File: src/rtl/assert_macros.svh
// ---------------------------------------------------------------------------
// assert_macros.svh
// concurrent assertion shorthands, all clocked on a rising edge and
// disabled while the active-low reset is asserted
// ---------------------------------------------------------------------------
`ifndef ASSERT_MACROS_SVH
`define ASSERT_MACROS_SVH

// condition holds on every clock edge outside reset
`define ASSERT_ALWAYS(label, clk, rst_n, cond) \
  label: assert property (@(posedge clk) disable iff (!(rst_n)) (cond)) \
    else $error("assertion failed: invariant");

// consequent holds in the same cycle as the antecedent
`define ASSERT_IMPLY(label, clk, rst_n, ante, cons) \
  label: assert property (@(posedge clk) disable iff (!(rst_n)) (ante) |-> (cons)) \
    else $error("assertion failed: same-cycle implication");

// consequent holds in the cycle after the antecedent
`define ASSERT_NEXT(label, clk, rst_n, ante, cons) \
  label: assert property (@(posedge clk) disable iff (!(rst_n)) (ante) |=> (cons)) \
    else $error("assertion failed: next-cycle implication");

`endif

File: src/rtl/sbmq_pkg.sv
`timescale 1ns / 1ps
// ---------------------------------------------------------------------------
// sbmq_pkg
// shared types and constants of the shared-buffer multi-queue
// ---------------------------------------------------------------------------
package sbmq_pkg;

  localparam int unsigned SLOTS_DEF  = 64;
  localparam int unsigned QUEUES_DEF = 8;

  localparam int unsigned DATA_W = 32;
  localparam int unsigned QNUM_W = 3;
  localparam int unsigned STAT_W = 2;

  // command codes
  localparam logic CMD_ENQ = 1'b0;
  localparam logic CMD_DEQ = 1'b1;

  // status codes
  localparam logic [STAT_W-1:0] STATUS_OK        = 2'd0;
  localparam logic [STAT_W-1:0] STATUS_OVERFLOW  = 2'd1;
  localparam logic [STAT_W-1:0] STATUS_UNDERFLOW = 2'd2;

  // strobes from the sequencer to the slot store
  typedef struct packed {
    logic rd_en;
    logic link_we;
    logic data_we;
  } slot_ctl_t;

endpackage

File: src/rtl/shared_buffer_multi_queue_top.sv
`timescale 1ns / 1ps
// ---------------------------------------------------------------------------
// shared_buffer_multi_queue_top
// several fifo queues chained through one shared slot store, with unused
// slots kept on a linked free list
// ---------------------------------------------------------------------------
//  channel  | handshake             | payload
//  ---------+-----------------------+-------------------------------------
//  input    | in_valid_i/in_stall_o | command_i, queue_number_i,
//           |                       | push_value_i
//  output   | out_valid_o/out_stall_i | pop_value_o, status_o
//
//  enqueue: the transfer starts the link read of the free-list head in S_RD,
//    which loads the result with the write-back; input is stalled until then
//  dequeue: the queue table read in S_RD gives the slot address for the link
//    and data read, and the result is loaded in S_DQ (underflow: in S_RD)
//  after reset a clearing pass over max(SLOTS, QUEUES) entries builds the
//    free list and empties the queue table; input is stalled meanwhile
//  a waiting result does not block the next input transfer; the sequencer
//    only holds in its last step while the result register is still full
// ---------------------------------------------------------------------------
`include "assert_macros.svh"

module shared_buffer_multi_queue_top import sbmq_pkg::*; #(
  parameter int unsigned SLOTS  = SLOTS_DEF,
  parameter int unsigned QUEUES = QUEUES_DEF
) (
  input  logic                     clk_i,
  input  logic                     rst_ni,
  input  logic                     in_valid_i,
  output logic                     in_stall_o,
  input  logic                     command_i,
  input  logic [QNUM_W-1:0]        queue_number_i,
  input  logic signed [DATA_W-1:0] push_value_i,
  output logic                     out_valid_o,
  input  logic                     out_stall_i,
  output logic signed [DATA_W-1:0] pop_value_o,
  output logic [STAT_W-1:0]        status_o
);

  // slot index and pointer widths; a pointer equal to SLOTS means null
  localparam int unsigned IW    = $clog2(SLOTS);
  localparam int unsigned PW    = $clog2(SLOTS + 1);
  localparam int unsigned QAW   = (QUEUES > 1) ? $clog2(QUEUES) : 1;
  localparam int unsigned CLR_N = (SLOTS > QUEUES) ? SLOTS : QUEUES;
  localparam int unsigned CW    = $clog2(CLR_N);
  localparam logic [PW-1:0] NIL = PW'(SLOTS);

  // sequencer states
  localparam logic [1:0] S_INIT = 2'd0;  // clearing pass
  localparam logic [1:0] S_IDLE = 2'd1;  // waiting for a transfer
  localparam logic [1:0] S_RD   = 2'd2;  // queue table and free link read back
  localparam logic [1:0] S_DQ   = 2'd3;  // dequeue slot read back

  logic [1:0]        state_q, state_d;
  logic [CW-1:0]     clr_cnt_q, clr_cnt_d;
  logic [PW-1:0]     free_head_q, free_head_d;

  // latched input item
  logic              cmd_q;
  logic [QNUM_W-1:0] qnum_q;
  logic [DATA_W-1:0] val_q;
  logic              qok_q;

  // queue table: {head, tail} per queue
  logic [2*PW-1:0]   qt_mem [QUEUES];
  logic [2*PW-1:0]   qt_rd_q;
  logic              qt_re;
  logic              qt_we;
  logic [QAW-1:0]    qt_waddr;
  logic [2*PW-1:0]   qt_wdata;
  logic [PW-1:0]     qt_head;
  logic [PW-1:0]     qt_tail;

  // slot store ports
  slot_ctl_t         slot_ctl;
  logic [IW-1:0]     slot_rd_addr;
  logic [IW-1:0]     link_waddr;
  logic [PW-1:0]     link_wdata;
  logic [IW-1:0]     data_waddr;
  logic [DATA_W-1:0] data_wdata;
  logic [PW-1:0]     link_rdata;
  logic [DATA_W-1:0] data_rdata;

  // result register
  logic              out_valid_q;
  logic [DATA_W-1:0] pop_q, pop_d;
  logic [STAT_W-1:0] status_q, status_d;
  logic              out_load;
  logic              out_free;

  logic accept;
  logic in_qok;
  logic free_ok;
  logic head_ok;
  logic tail_ok;
  logic link_ok;
  logic [PW-1:0] deq_next;

  assign in_stall_o = (state_q != S_IDLE);
  assign accept     = in_valid_i && !in_stall_o;
  assign out_free   = !out_valid_q || !out_stall_i;

  assign in_qok  = (32'(queue_number_i) < QUEUES);
  assign qt_head = qt_rd_q[2*PW-1:PW];
  assign qt_tail = qt_rd_q[PW-1:0];
  assign free_ok = (free_head_q < NIL);
  assign head_ok = (qt_head < NIL);
  assign tail_ok = (qt_tail < NIL);
  assign link_ok = (link_rdata < NIL);

  // the tail slot's link is never refreshed on enqueue, so the last element
  // is recognized by comparing against the tail instead
  assign deq_next = (qt_head == qt_tail) ? NIL : (link_ok ? link_rdata : NIL);

  assign qt_re = accept && in_qok;

  // queue table memory
  always_ff @(posedge clk_i) begin
    if (qt_we) begin
      qt_mem[qt_waddr] <= qt_wdata;
    end
    if (qt_re) begin
      qt_rd_q <= qt_mem[QAW'(queue_number_i)];
    end
  end

  // sequencer
  always_comb begin
    state_d      = state_q;
    clr_cnt_d    = clr_cnt_q;
    free_head_d  = free_head_q;
    slot_ctl     = '0;
    slot_rd_addr = free_head_q[IW-1:0];
    link_waddr   = qt_tail[IW-1:0];
    link_wdata   = free_head_q;
    data_waddr   = free_head_q[IW-1:0];
    data_wdata   = val_q;
    qt_we        = 1'b0;
    qt_waddr     = QAW'(qnum_q);
    qt_wdata     = {NIL, NIL};
    out_load     = 1'b0;
    pop_d        = '0;
    status_d     = STATUS_OK;

    case (state_q)
      S_INIT: begin
        // slot i links to i + 1, the last one to null; queues start empty
        slot_ctl.link_we = (32'(clr_cnt_q) < SLOTS);
        link_waddr       = IW'(clr_cnt_q);
        link_wdata       = PW'(clr_cnt_q) + PW'(1);
        qt_we            = (32'(clr_cnt_q) < QUEUES);
        qt_waddr         = QAW'(clr_cnt_q);
        clr_cnt_d        = clr_cnt_q + CW'(1);
        if (32'(clr_cnt_q) == CLR_N - 1) begin
          state_d = S_IDLE;
        end
      end
      S_IDLE: begin
        if (accept) begin
          state_d        = S_RD;
          slot_ctl.rd_en = (command_i == CMD_ENQ) && free_ok;
        end
      end
      S_RD: begin
        if (cmd_q == CMD_ENQ) begin
          if (out_free) begin
            out_load = 1'b1;
            state_d  = S_IDLE;
            if (!qok_q || !free_ok) begin
              status_d = STATUS_OVERFLOW;
            end else begin
              // take the free-list head and append it to the queue
              free_head_d      = link_ok ? link_rdata : NIL;
              qt_we            = 1'b1;
              qt_wdata         = {(head_ok ? qt_head : free_head_q), free_head_q};
              slot_ctl.link_we = head_ok && tail_ok;
              link_waddr       = qt_tail[IW-1:0];
              link_wdata       = free_head_q;
              slot_ctl.data_we = 1'b1;
            end
          end
        end else if (!qok_q || !head_ok) begin
          if (out_free) begin
            out_load = 1'b1;
            status_d = STATUS_UNDERFLOW;
            state_d  = S_IDLE;
          end
        end else begin
          slot_ctl.rd_en = 1'b1;
          slot_rd_addr   = qt_head[IW-1:0];
          state_d        = S_DQ;
        end
      end
      S_DQ: begin
        if (out_free) begin
          // unlink the head and push its slot onto the free list
          out_load         = 1'b1;
          pop_d            = data_rdata;
          state_d          = S_IDLE;
          qt_we            = 1'b1;
          qt_wdata         = {deq_next, qt_tail};
          slot_ctl.link_we = 1'b1;
          link_waddr       = qt_head[IW-1:0];
          link_wdata       = free_head_q;
          free_head_d      = qt_head;
        end
      end
      default: begin
        state_d = S_IDLE;
      end
    endcase
  end

  always_ff @(posedge clk_i or negedge rst_ni) begin
    if (!rst_ni) begin
      state_q     <= S_INIT;
      clr_cnt_q   <= '0;
      free_head_q <= '0;
      out_valid_q <= 1'b0;
    end else begin
      state_q     <= state_d;
      clr_cnt_q   <= clr_cnt_d;
      free_head_q <= free_head_d;
      out_valid_q <= out_load || (out_valid_q && out_stall_i);
    end
  end

  // item and result payload
  always_ff @(posedge clk_i) begin
    if (accept) begin
      cmd_q  <= command_i;
      qnum_q <= queue_number_i;
      val_q  <= push_value_i;
      qok_q  <= in_qok;
    end
    if (out_load) begin
      pop_q    <= pop_d;
      status_q <= status_d;
    end
  end

  sbmq_slot_store #(
    .SLOTS (SLOTS)
  ) u_slot_store (
    .clk_i        (clk_i),
    .ctl_i        (slot_ctl),
    .rd_addr_i    (slot_rd_addr),
    .link_addr_i  (link_waddr),
    .link_wdata_i (link_wdata),
    .data_addr_i  (data_waddr),
    .data_wdata_i (data_wdata),
    .link_rdata_o (link_rdata),
    .data_rdata_o (data_rdata)
  );

  assign out_valid_o = out_valid_q;
  assign pop_value_o = pop_q;
  assign status_o    = status_q;

  // free pointer is a slot or null, never beyond
  `ASSERT_ALWAYS(a_free_head_range, clk_i, rst_ni, free_head_q <= NIL)
  // an enqueue never links the slot it is filling to itself
  `ASSERT_IMPLY(a_no_self_link, clk_i, rst_ni, slot_ctl.link_we && slot_ctl.data_we, link_waddr != data_waddr)
  // a transfer always starts the table read step
  `ASSERT_NEXT(a_accept_reads, clk_i, rst_ni, accept, state_q == S_RD)
  // a finished dequeue makes its slot the new free-list head
  `ASSERT_NEXT(a_deq_frees_slot, clk_i, rst_ni, (state_q == S_DQ) && out_free, free_head_q == $past(qt_head))

endmodule

File: src/rtl/sbmq_slot_store.sv
`timescale 1ns / 1ps
// ---------------------------------------------------------------------------
// sbmq_slot_store
// per-slot data words and next-slot links, one shared read address,
// separate write ports, registered read data
// ---------------------------------------------------------------------------
module sbmq_slot_store import sbmq_pkg::*; #(
  parameter int unsigned SLOTS = SLOTS_DEF,
  localparam int unsigned IW = $clog2(SLOTS),
  localparam int unsigned PW = $clog2(SLOTS + 1)
) (
  input  logic              clk_i,
  input  slot_ctl_t         ctl_i,
  input  logic [IW-1:0]     rd_addr_i,
  input  logic [IW-1:0]     link_addr_i,
  input  logic [PW-1:0]     link_wdata_i,
  input  logic [IW-1:0]     data_addr_i,
  input  logic [DATA_W-1:0] data_wdata_i,
  output logic [PW-1:0]     link_rdata_o,
  output logic [DATA_W-1:0] data_rdata_o
);

  logic [PW-1:0]     link_mem [SLOTS];
  logic [DATA_W-1:0] data_mem [SLOTS];
  logic [PW-1:0]     link_rd_q;
  logic [DATA_W-1:0] data_rd_q;

  always_ff @(posedge clk_i) begin
    if (ctl_i.link_we) begin
      link_mem[link_addr_i] <= link_wdata_i;
    end
    if (ctl_i.rd_en) begin
      link_rd_q <= link_mem[rd_addr_i];
    end
  end

  always_ff @(posedge clk_i) begin
    if (ctl_i.data_we) begin
      data_mem[data_addr_i] <= data_wdata_i;
    end
    if (ctl_i.rd_en) begin
      data_rd_q <= data_mem[rd_addr_i];
    end
  end

  assign link_rdata_o = link_rd_q;
  assign data_rdata_o = data_rd_q;

endmodule

File: config.mk
export PLATFORM = sky130hd
export DESIGN_NAME = shared_buffer_multi_queue_top
export DESIGN_NICKNAME = d
export VERILOG_FILES = /design/src/rtl/sbmq_pkg.sv /design/src/rtl/shared_buffer_multi_queue_top.sv /design/src/rtl/sbmq_slot_store.sv
export VERILOG_INCLUDE_DIRS = /design/src /design/src/rtl
export SDC_FILE = /design/constraint.sdc
export NUM_CORES = 2
export LEC_CHECK = 0
export BUFFER_PORTS_ARGS = -buffer_cell sky130_fd_sc_hd__buf_2
export CAP_MARGIN = 20
export CELL_PAD_IN_SITES_DETAIL_PLACEMENT = 0
export CELL_PAD_IN_SITES_GLOBAL_PLACEMENT = 1
export CORE_MARGIN = 5
export CORE_UTILIZATION = 50
export CTS_BUF_LIST = sky130_fd_sc_hd__clkbuf_16
export CTS_CLUSTER_SIZE = 12
export DETAILED_ROUTE_END_ITERATION = 12
export PLACE_DENSITY = 0.71
export SYNTH_ARGS = -nofsm -noshare
export SYNTH_HDL_FRONTEND = slang
export SYNTH_HIERARCHICAL = 1
export SYNTH_SLANG_ARGS = --single-unit
File: constraint.sdc
create_clock -name clk_i -period 8.8 [get_ports clk_i]
set_input_delay 0.44 -clock clk_i [delete_from_list [all_inputs] [get_ports clk_i]]
set_output_delay 0.44 -clock clk_i [all_outputs]
set_load 0.01 [all_outputs]
# --- Yosys cells after proc, flatten, opt, wreduce, memory -nomap -nowiden ---
# Memories as Yosys holds them, arrays and structs flattened. A register that Yosys moved wholly into a read port is not among the register bits.
# Index checks and enable logic that the tools add are counted.
word_totals:
  register_bits: 86
  latch_bits: 0
  ramBits: 2608
  rom_bits: 0
  input_bits: 40
  output_inout_bits: 36
  wordCells: 101
  n_memories: 3
memory_table:
  columns: ["memory", "depth", "width", "rd", "rd_ports_with_merged_regs", "write_ports", "line_no", "rtl"]
  rows:
  - ["u_slot_store.data_mem", 64, 32, 1, 1, 1, "sbmq_slot_store.sv:24", "logic [DATA_W-1:0] data_mem [SLOTS];"]
  - ["u_slot_store.link_mem", 64, 7, 1, 1, 1, "sbmq_slot_store.sv:23", "logic [PW-1:0] link_mem [SLOTS];"]
  - ["qt_mem", 8, 14, 1, 1, 1, "shared_buffer_multi_queue_top.sv:66", "logic [2*PW-1:0] qt_mem [QUEUES];"]
op_classes:
  addsub: 2
  n_mul: 0
  div: 0
  n_lt_le_gt_ge: 5
  n_eq_ne: 12
  shift: 0
  n_mux: 54
  bitwise: 1
  reduce_logical: 15
op_table:
  columns: ["op", "n"]
  rows:
  - ["14-bit two-way mux", 4]
  - ["7-bit two-way mux", 8]
  - ["7-bit < comparator (second input constant)", 4]
  - ["14-bit one-hot mux with 2 select lines", 1]
  - ["6-bit two-way mux", 4]
  - ["2-bit two-way mux", 11]
  - ["1-bit two-way mux", 18]
  - ["7-bit one-hot mux with 2 select lines", 1]
  - ["2-bit != test (second input constant)", 6]
  - ["6-bit one-hot mux with 2 select lines", 1]
  - ["2-bit one-hot mux with 4 select lines", 1]
  - ["6-bit by 1-bit adder with 7-bit output (second input constant)", 1]
  - ["7-bit equality test", 1]
  - ["6-bit by 1-bit adder with 6-bit output (second input constant)", 1]
  - ["6-bit equality test (second input constant)", 1]
  - ["6-bit by 4-bit < comparator with 1-bit output (second input constant)", 1]
  - ["1-bit one-hot mux with 3 select lines", 2]
  - ["5-bit AND reduction", 1]
  - ["2-bit equality test (second input constant)", 2]
  - ["1-bit logical AND", 4]
  - ["1-bit zero test", 4]
  - ["1-bit one-hot mux with 2 select lines", 2]
  - ["2-bit AND reduction", 2]
  - ["3-bit two-way mux", 1]
  - ["other kinds (6)", 7]

# --- Depth between registers and ports, before layout ---
logic_depth:
  depth_word: 8
  ltp_mapped: 15
  depth_no_buf: 9

# --- By module ---
# The synthesis kept the hierarchy.
by_module_without_submodules:
  columns: ["module", "instances", "cells_per_inst", "area_each_um2", "seq_area_each_um2"]
  rows:
  - ["sbmq_slot_store", 1, 4256, 96755.3, 76123.0]
  - ["shared_buffer_multi_queue_top", 1, 513, 8649.5, 6286.0]

# --- Least setup slack after synthesis ---
# OpenSTA, ideal clock, no wires.
synth_path:
  path_type: "register to register"
  from: "register state_q[1]"
  to: "register u_slot_store.data_rd_q[0], in the netlist u_slot_store/data_rdata_o[0], read port of u_slot_store.data_mem (enable)"
  setup_ns: 0.495
  t_arrival_ns: 4.966
  required_time_ns: 8.305
  setup_slack_ns: 3.339
  path_stages_with_launch: 6
  n_path_buf: 0
  period_less_slack_ns: 5.461
  cell_sequence: "dfrtp_1 inv_1 ha_1 and2_1 nand2_1 a21boi_0"
synth_lines:
  columns: ["element", "line_no", "rtl"]
  rows:
  - ["from (decl)", "shared_buffer_multi_queue_top.sv:55", "logic [1:0] state_q, state_d;"]
  - ["from (signal assigned)", "shared_buffer_multi_queue_top.sv:222", "state_q <= state_d;"]
  - ["to (decl)", "sbmq_slot_store.sv:26", "logic [DATA_W-1:0] data_rd_q;"]

# --- Worst setup path after layout ---
layout_path:
  from: "register state_q[0]"
  to: "register u_slot_store.data_rd_q[20], in the netlist u_slot_store/data_rdata_o[20], read port of u_slot_store.data_mem, data pin"
layout_between:
  elab_cells_between_ends: 8
  classes_between: "eq/ne (3); mux (3); reduce/logical (2)"
layout_lines:
  columns: ["element", "line_no", "rtl"]
  rows:
  - ["2-bit equality test", "shared_buffer_multi_queue_top.sv:146", "case (state_q)"]
  - ["6-bit two-way mux", "shared_buffer_multi_queue_top.sv:146", null]
  - ["via slot_rd_addr[1]", "shared_buffer_multi_queue_top.sv:77", "logic [IW-1:0] slot_rd_addr;"]
# The timed path passes the listed nets, and every way through them passes these cells.
# A chain may end at the register's enable or synchronous reset.

==> impl_metrics.yaml <==
critical_path:
  r2r_slack_ps: 3250
  critPathLaunchType: "register"
  crit_chain: "inv_1, ha_1, nand3b_1, mux2_8, buf_4, buf_12, mux4_2, mux4_2, o22ai_1, a211oi_1"
  worstPathRequired_ps: 9410
  slowest_delay_ps: 780
  worst_path_dominant_cell_family: "multiplexers"
  cpMostUsedCell: "mux4_2"
  arrival_ps: 6160
  critPathBufInv: 3
  crit_type: "register to register"
  cp_slowest_cell: "o22ai_1"
  crit_path_end_kind: "register"
  cp_max_fo: 114
yosys:
  muxShareOfSynthArea_pct: 15.3
  syn_inst: 4769
  synthAdderAreaFrac_pct: 0.0712
  ys.flop_type: "edfxtp_1"
  synth_nets: 4815
  avgSynthCellArea_um2: 22.1
  synth_top_family_by_area: "multiplexers"
  yosys.area_share.simple_pct: 2.02
  yosysUniqueCellTypes: 61
  synth_edf_count: 2731
  ys_ff_latch: 2747
  synth_seq_area_share_pct: 78.2
  synth_compound_gate_area_share_pct: 2.79
  synthXorXnorAreaFrac_pct: 0.125
  ys_warn_count: 6
  syn_area_um2: 105000
  synthArstFlopShare_pct: 0.582
run_status:
  status: "finished, final reports clean"
grt:
  grt_usage_pct: 25.3
  grt_overflow: 0
  grt_max_degree: 115
  antenna_found_initial: 15
  grt_pass1_wl_um: 392000
  grt_pass1_vias: 51500
clocking:
  cts.sinks: 2747
  cts_tree: "yes"
  clkTransAtPathRegs_ps: 60
  cts_root_buf: "clkbuf_16"
  clk-insertion-delay-late_ps: 920
  post_cts_resized: 0
  cts_buffers: 291
  cts_max_level: 5
  ctsLongestPathBuffers: 4
route:
  first_iter_violations: 7333
  drc: 0
  vias_per_cell: 6.52
  dr.pass1.iters: 8
  vias: 52100
  drtAntennaViolNets: 0
  post_drt_wl_per_cell_um: 34.8
  totalWireLength_um: 279000
sta:
  skew_ps: 34.6
  tns_ps: 0
  grt_setup_unrepaired: "no"
  slew_violations: 0
  slew_headroom_pct: 15.6
  setup_viol: 0
  fin_hold_ws_ps: 155
  max_freq_ghz: 0.180
  tightestPinTransition_ps: 1250
  layout_worst_path_cycle_share_pct: 63.1
  final_hold_viol_count: 0
  min_period_ps: 5550
job:
  drv_cap: 0
cells_and_area:
  final_cell_mix: "edfxtp_1, mux4_2, clkbuf_16"
  nets: 5125
  fin_area_um2: 118000
  drive_gt1_share_pct: 25.2
  final_common_cell: "edfxtp_1"
  stdcell_count: 8002
  area_growth_pct: 12.2
floorplanning:
  die_w_um: 469
  start_util_pct: 50.2
  die_h_um: 469
  ioPinCount: 76
  row_count: 168
  core_area_um2: 210000
  die_area_um2: 220000
pwr:
  internal-power_uw: 20200
  pwr_density_cell_nw_per_um2: 210
  p_comb_share_pct: 0.2
  peakVddDrop_v: 0.000227
  clock_power_share_pct: 42.7
  p_leak_uw: 0.0352
  swShare_pct: 18.6
  seqPwrFrac_pct: 57.1
  switchingPower_uw: 4610
  power_uw: 24800
placed_design:
  placed_cell_area_um2: 110000
  post-place-cells: 7551
  place_congestion: 0.839
  post-dp-hpwl_um: 155000
  portBuffers: 75
worst_hold_path:
  worstHoldPathType: "primary input to register"
-- path summary, 6_finish.rpt --
| check | start | endpoint | cells after the start |
|---|---|---|---|
| max | state_q[0] | u_slot_store/data_rdata_o[20] | 10 |
| min | out_stall_i | out_valid_o | 4 |
| max reg2reg | state_q[0] | u_slot_store/data_rdata_o[20] | 10 |
| min reg2reg | free_head_q[6] | free_head_q[6] | 2 |
| max in group asynchronous | rst_ni | free_head_q[3] | 4 |
| min in group asynchronous | rst_ni | free_head_q[6] | 3 |
-- worst reg2reg max path, stage by stage, from the launching register on --
cell and delay (ps):
dfrtp_1 430, inv_1 110, ha_1 330, nand3b_1 530, mux2_8 700, buf_4 580
buf_12 450, mux4_2 760, mux4_2 500, o22ai_1 780, a211oi_1 90
-- logic make-up after synthesis --
logic type               Yosys count
flip-flops                      2747
multiplexers                     857
AND/OR/NAND/NOR                  437
AO/OA/AOI/OAI                    418
buffers and inverters            289
XOR/XNOR                          15
adder cells (fa/ha/maj)            6
-- cells in the mapped netlist (10+ instances only) --
| cell | number | area [um2] |
|---|---|---|
| inv_1 | 16 | 60.1 |
| nor3_1 | 10 | 50.1 |
| buf_4 | 38 | 285 |
| dfrtp_1 | 16 | 400 |
| and3_1 | 65 | 407 |
| o22ai_1 | 56 | 350 |
| buf_1 | 21 | 78.8 |
| mux4_2 | 603 | 13600 |
| a211oi_1 | 39 | 293 |
| o21ai_0 | 33 | 165 |
| a21oi_1 | 46 | 230 |
| clkbuf_1 | 119 | 447 |
| mux2i_1 | 215 | 2150 |
| nand2b_1 | 14 | 87.6 |
| buf_2 | 61 | 305 |
| mux2_2 | 39 | 439 |
| nor2b_1 | 13 | 81.3 |
| a2111oi_0 | 12 | 105 |
| nand2_1 | 39 | 146 |
| a22oi_1 | 119 | 893 |
| buf_6 | 27 | 304 |
| edfxtp_1 | 2731 | 82000 |
| o211ai_1 | 17 | 128 |
| nor2_1 | 190 | 713 |
| a31oi_1 | 17 | 106 |
| o221ai_1 | 27 | 236 |
| nand3_1 | 61 | 305 |
| a22o_1 | 23 | 201 |
-- timing repair --
item                                    in CTS  in global routing
endpoints found under the setup margin       0                  0
hold buffers                                38                  0
endpoints found under the hold margin       52                  0
buffers inserted                             0                  0
-- stage by stage --
stage / setup WS (ps) / util, %
2_1_floorplan: 3340 / -
3_3_place_gp: 2850 / 52.4
3_5_place_dp: 3360 / 52.4
4_1_cts: 3340 / 56.4
5_1_grt: 2960 / 56.4
6_report: 3250 / 56.4
-- area by class of cell --
class	count	area, um2
antenna	9	22.5
timing repair buffer	288	2230
sequential	2747	82400
fill	15300	91500
inverter	18	68.8
multi-input combinational	1733	22200
clock buffer	295	7380
clock inverter	107	488
tap	2805	3510
-- power by group through the flow --
stage / logic [uW] / registers [uW] / clock network [uW]
2_1_floorplan: 12.4 / 14400 / 0
3_3_place_gp: 30.5 / 14400 / 0
3_5_place_dp: 30.5 / 14400 / 0
4_1_cts: 43.8 / 14200 / 10800
5_1_grt: 47.3 / 14200 / 11300
6_report: 43.9 / 14200 / 10600
-- registers in the layout, summed over array words and instances (netlist names), 3 cells and up --
signal	cells
clr_cnt_q	6
data_wdata	32
free_head_q	7
pop_value_o	32
qnum_q	3
qt_mem	112
qt_rd_q	14
u_slot_store/data_mem	2048
u_slot_store/data_rdata_o	32
u_slot_store/link_mem	448
u_slot_store/link_rdata_o	7
-- layer usage --
metal  GRT usage, %  vias to the layer above  share of wire (%)
met5              0                        -              0.022
met4           7.34                        6                2.8
met3           5.83                      429                 11
met2           39.0                     2986                 47
met1           36.9                    28000                 40
li1               -                    20700                  -
(Power assumes the default switching activity.)
